===== config.mk =====
export PLATFORM = sky130hd
export DESIGN_NAME = crsc_ram
export DESIGN_NICKNAME = d
export VERILOG_FILES = /design/src/rtl/core/crsc_ram.sv
export SDC_FILE = /design/constraint.sdc
export NUM_CORES = 1
export LEC_CHECK = 0
export BUFFER_PORTS_ARGS = -buffer_cell sky130_fd_sc_hd__buf_4
export CORE_AREA = 4 4 289 291
export DETAILED_ROUTE_END_ITERATION = 10
export DIE_AREA = 0 0 293 295
export MAX_ROUTING_LAYER = met4
export PLACE_DENSITY = 0.7
export SETUP_SLACK_MARGIN = 0.2
export SLEW_MARGIN = 5
export SYNTH_ARGS = -nofsm -noshare
export SYNTH_HDL_FRONTEND = slang
export SYNTH_SLANG_ARGS = --single-unit
export TNS_END_PERCENT = 5

===== constraint.sdc =====
create_clock -name clk_i -period 8.9 [get_ports clk_i]
set_input_delay 0.89 -clock clk_i [delete_from_list [all_inputs] [get_ports clk_i]]
set_output_delay 0.89 -clock clk_i [all_outputs]
set_load 0.05 [all_outputs]

===== src/rtl/core/crsc_ram.sv =====
// ----------------------------------------------------------------------------
// crsc_ram
// Generic single-write, single-read synchronous RAM with registered read.
// ----------------------------------------------------------------------------
module crsc_ram #(
  parameter int unsigned WIDTH = 64,
  parameter int unsigned DEPTH = 16
) (
  input  logic                     clk_i,
  input  logic                     we_i,
  input  logic [$clog2(DEPTH)-1:0] waddr_i,
  input  logic [WIDTH-1:0]         wdata_i,
  input  logic                     re_i,
  input  logic [$clog2(DEPTH)-1:0] raddr_i,
  output logic [WIDTH-1:0]         rdata_o
);

  logic [WIDTH-1:0] mem_q [DEPTH];
  logic [WIDTH-1:0] rdata_q;

  always_ff @(posedge clk_i) begin
    if (we_i) begin
      mem_q[waddr_i] <= wdata_i;
    end
    if (re_i) begin
      rdata_q <= mem_q[raddr_i];
    end
  end

  assign rdata_o = rdata_q;

endmodule


==> flow_summary.toml, run 1 <==
[global_routing]
grt-ovfl-total = 0
grt_max_degree = 157
grt_pass1_vias = 18922
grt_pass1_wl_microns = 128100
grt_antenna_before_repair = 6
grt_usage_pct = 20.93

[routing]
first_pass_iters = 5
wl_per_cell_microns = 29.18
wl_microns = 86900
drc = 0
viasPerCell = 6.099
initialDrtViolationCount = 2347
num_vias = 18164
drtAntennaViolNets = 0

[sta]
fin_worst_skew_ps = 18.84
max_freq_ghz = 0.3356
worst_slew_pin_slew_ps = 1073
slew_violations = 0
fin_ws_ps = 5920
fin_hold_ws_ps = 541.4
tns_ps = 0
final_hold_viol_count = 0
slew_headroom_pct = 28.47
period_minus_slack_ps = 2980
setup_viol = 0
period_share_pct = 33.48
rsz0062_at_grt = "false"

[final_layout]
drive_gt1_share_pct = 31.22
final_cell_mix = "edfxtp_1, mux4_2, buf_4"
finish.utilization_pct = 56.97
synthToLayoutAreaGrowth_pct = 14.08
final_cells = 2978
final_common_cell = "edfxtp_1"
fin_nets = 1913
nFillCells = 5593

[clocking]
root_buffer = "clkbuf_16"
clock_latency_ps = 640
h-tree-depth = 3
numCtsBuffers = 102
max-clock-path-buffers = 3
path_clk_slew_ps = 60
cts_tree = "done"
cts_setup_buffers = 0
cts.sinks = 1088
hold_buffers = 0
cts_resized = 0

[worst_setup_path]
cp_max_fo = 66
cp-start-kind = "input port"
cp.arrival_ps = 3360
rrSetupSlack_ps = 7420
required_ps = 9280
worst_setup_path_end_kind = "register"
r2r_cells = 3
r2r-start = "mem_q[3][60]"
path_class = "input port to register"
crit_start = "raddr_i[0]"
regToRegEndpoint = "rdata_o[60]"
critPathCapture = "rdata_o[18]"

[yosys]
netlist_instances = 1647
syn-num-nets = 1722
synthTopCellsByArea = "edfxtp_1, mux4_2, a22oi_1"
synthesis.area_sq_um = 40220
synth-seq-cells = 1088
ys_seq_area_share_pct = 81.23
yosysTopAreaCellShare_pct = 81.23
synth_area_per_cell_sq_um = 24.42
ys_types = 17
yosys_warnings = 0
synth_area_leader_cell = "edfxtp_1"

[placed_design]
hpwlAfterDp_microns = 41810
pre_cts_ws_ps = 5186
io_buffers = 138
dp.cells = 2794
gp_congestion = 0.7216

[power]
p_leak_uw = 0.01456
peakVddDrop_mv = 0.1399
power_per_cell_area_nw_per_um2 = 233.2

[floorplan]
dieArea_sq_um = 86440
rows = 104
initial_core_util_pct = 49.94
die_width_microns = 293
die_y_microns = 295
num_io_pins = 139
core_sq_um = 80550

[worst_hold_path]
holdPathStages = 1
hp-class = "input port to register"

[run]
cap_viol_max_count = 0

[run_status]
outcome = "finished, final reports clean"
==> metal layers <==
layer,part of all wire (%),global-route usage [%],vias to the layer above
met1,40,29.36,9704
li1,-,-,7498
met5,0,-,-
met4,1.7,4.716,0
met3,8.6,3.966,125
met2,49,32.72,837
==> logic make-up (layout without fill, tap and decap cells) <==
family	after synthesis	after routing	share of synthesized area (%)
DFF	1088	1088	81.23
muxes	256	256	14.33
AOI/OAI and AO/OA	128	128	2.389
and+or+nand+nor	91	91	0.9270
buffers and inverters	84	349	1.123
other	0	6	0
==> worst max-delay path, stage by stage <==
cell	delay, ps
buf_8	520
buf_4	860
mux4_2	600
a22oi_1	260
nand2_1	80
==> state kept, by name, indices dropped and copies added (netlist names) <==
register,flops
rdata_o,64
mem_q,1024
==> power by group <==
| part | switching (uW) | internal, uW | total (uW) |
|---|---|---|---|
| registers | 38.1 | 5770 | 5810 |
| clock network | 1780 | 2530 | 4310 |
| logic | 365 | 215 | 580 |
==> area by class of cell <==
type	count	area (sq um)	area share, %
tap	1060	1326	2.890
clock inverter	66	701.9	1.530
antenna	6	15.01	0.03272
multi-input combinational	475	7234	15.77
timing repair buffer	171	1324	2.885
clock buffer	112	2611	5.691
sequential	1088	32670	71.20
==> per-stage QoR <==
step | total power, uW | cell area, sq um
2_1_floorplan | 6272 | 40220
3_3_place_gp | 6491 | 42560
3_5_place_dp | 6509 | 42560
4_1_cts | 10780 | 45870
5_1_grt | 11040 | 45880
6_report | 10700 | 45880
==> cell usage after synthesis, drive strengths merged <==
| library cell | number |
|---|---|
| buf | 48 |
| nand3b | 2 |
| nor2 | 13 |
| nand2b | 2 |
| nor3 | 4 |
| nand2 | 65 |
| nor2b | 2 |
| clkbuf | 36 |
| and2 | 1 |
| or3b | 1 |
| a22oi | 128 |
| edfxtp | 1088 |
| mux4 | 256 |
| nand3 | 1 |
==> worst min-delay path by stage <==
stage	from	to	slack, ps
after global placement	mem_q[15][49]	rdata_o[49]	730
final	wdata_i[25]	mem_q[14][25]	540
after CTS	wdata_i[26]	mem_q[9][26]	500
after floorplan	mem_q[14][0]	rdata_o[0]	710
after detailed placement	mem_q[14][48]	rdata_o[48]	730
after global routing	wdata_i[31]	mem_q[8][31]	530
(Power assumes the default switching activity.)
==> inputs of run 2 (changes only) <==
- ABC_AREA: default -> 1
- CORE_AREA: 4 4 289 291 -> 4 4 309 311
- DIE_AREA: 0 0 293 295 -> 0 0 313 315
- PLACE_DENSITY: 0.7 -> 0.72
- clock period: 8.9 -> 2.4 ns (I/O delays scaled with it)
==> run 2 against run 1 <==
Net effect:
- critical path depth decreased by 4
- clock power rose to 3.8 times the previous value
- register-to-register slack worse by 6300 ps
- cell area grew 15%
- first-iteration DRC count rose by 25%
- combinational power rose to 5.1 times the previous value
- global-route usage increased by 1.7 points
- sequential power increased to 3.7 times the previous value
- sequential share of layout area shrank 9.3 points
- critical endpoint is now rdata_o[1]
==> flow_summary.toml, run 2 <==
[clocking]
path_clk_slew_ps = 60
clock_latency_ps = 690
root_buffer = "clkbuf_16"
max-clock-path-buffers = 3
cts_tree = "done"
cts_resized = 0
cts.sinks = 1088
h-tree-depth = 3
numCtsBuffers = 108

[sta]
slew_headroom_pct = 55.96
fin_hold_ws_ps = 39.27
slew_violations = 0
final_hold_viol_count = 0
fin_ws_ps = 728.6
max_freq_ghz = 0.5983
setup_viol = 0
period_minus_slack_ps = 1671
worst_slew_pin_slew_ps = 659.1
fin_worst_skew_ps = 39.94
period_share_pct = 69.64
rsz0062_at_grt = "false"

[yosys]
synthArstFlopShare_pct = 0
synth_area_per_cell_sq_um = 10.91
yosys_warnings = 0
synth_area_leader_cell = "edfxtp_1"
syn-num-nets = 4285
synth_most_common_cell = "nand2_1"
yosysTopAreaCellShare_pct = 71.14
synth_common_cells = "nand2_1, edfxtp_1, inv_1"
ys_types = 14
synthesis.area_sq_um = 45930
synth_edf_count = 1088
synth-seq-cells = 1088
ys.flop_type = "edfxtp_1"
synthTopCellsByArea = "edfxtp_1, nand2_1, nand3_1"
netlist_instances = 4210
ys_seq_area_share_pct = 71.14

[global_routing]
grt-ovfl-total = 0
grt_usage_pct = 22.67
grt_max_degree = 110
grt_pass1_vias = 29478
grt_pass1_wl_microns = 168700
grt_antenna_before_repair = 5

[final_layout]
regMostFlops = "mem_q"
largest_reg_flops = 1024
finish.utilization_pct = 56.86
nFillCells = 7485
final_common_cell = "nand2_1"
drive_gt1_share_pct = 8.884
final-seq-area_sq_um = 32670
fin_area_sq_um = 52750
multiInputGateArea_sq_um = 9111
synthToLayoutAreaGrowth_pct = 14.85
final_cell_mix = "nand2_1, edfxtp_1, inv_1"
fin_nets = 4479

[worst_setup_path]
crit_chain = "buf_4"
cp_max_fo = 1
cp.arrival_ps = 1430
worst_setup_path_end_kind = "output port"
required_ps = 2160
slowest_stage = "edfxtp_1"
r2r-start = "mem_q[3][29]"
path_delay_family = "flip-flops"
cp-start-kind = "register"
path_class = "register to output port"
regToRegEndpoint = "rdata_o[29]"
rrSetupSlack_ps = 1150
r2r_cells = 6
cpPeakStageDelay_ps = 500
path_buf_inv = 1

[routing]
num_vias = 29911
initialDrtViolationCount = 2932
drtAntennaViolNets = 0
wl_microns = 109300
wl_per_cell_microns = 19.00
drc = 0
first_pass_iters = 5
viasPerCell = 5.201

[placed_design]
gp_congestion = 0.7806
pre_cts_ws_ps = 429.2
io_buffers = 138
hpwlAfterDp_microns = 57950
place_area_sq_um = 48720

[worst_hold_path]
hp-class = "input port to register"
worstHoldStart = "re_i"
holdPathStages = 1
whs_endpoint = "rdata_o[1]"

[floorplan]
core_sq_um = 92770
initial_core_util_pct = 49.51
rows = 112
die_y_microns = 315
die_width_microns = 313
dieArea_sq_um = 98600
num_io_pins = 139

[power]
p_leak_uw = 0.02221
power_per_cell_area_nw_per_um2 = 770.6
peakVddDrop_mv = 0.6297
power_uw = 40650

[run_status]
outcome = "finished, final reports clean"

[run]
cap_viol_max_count = 0
[run 2: metal layers]
layer	vias to the layer above	track usage [%]	part of all wire (%)
li1	14049	-	-
met1	14437	29.36	40
met2	1224	38.10	50
met3	201	2.787	7.3
met4	0	6.483	2.4
met5	-	-	0
[run 2: worst max path at each step]
stage	start	end	slack [ps]	depth (start not counted)
6_report	rdata_o[1]	rdata_o[1]	730	1
3_3_place_gp	waddr_i[3]	mem_q[7][2]	450	4
4_1_cts	rdata_o[1]	rdata_o[1]	700	1
3_5_place_dp	waddr_i[3]	mem_q[7][2]	430	4
5_1_grt	rdata_o[1]	rdata_o[1]	700	1
2_1_floorplan	waddr_i[3]	mem_q[4][0]	-210	2
[run 2: metrics by stage]
stage | std cells | setup TNS (ps)
3_3_place_gp | 5484 | 0
3_5_place_dp | 5484 | 0
2_1_floorplan | 4210 | -187450
5_1_grt | 5750 | 0
4_1_cts | 5745 | 0
6_report | 5751 | 0
[run 2: layout make-up]
type	count	share of cell area [%]
flip-flops and latches	1088	61.94
clock buffers	126	5.252
multi-input cells	2137	17.27
inverters	774	5.567
well taps	1254	2.975
diodes	6	0.02847
clock inverters	71	1.143
repair buffers	295	5.819
[run 2: what timing repair did]
item	4_1_cts	5_1_grt
buffers inserted	0	0
hold buffers	64	0
hold endpoints to repair	1024	0
[run 2: cells by family after synthesis]
group	share of synthesized area, %
buffers and inverters	9.285
AND/OR/NAND/NOR	19.58
flip-flops	71.14
[run 2: power breakdown]
group	switching, uW	internal (uW)	leakage (uW)
clock network	7200	8950	0.00165
logic	2080	876	0.0107
registers	128	21400	0.00988
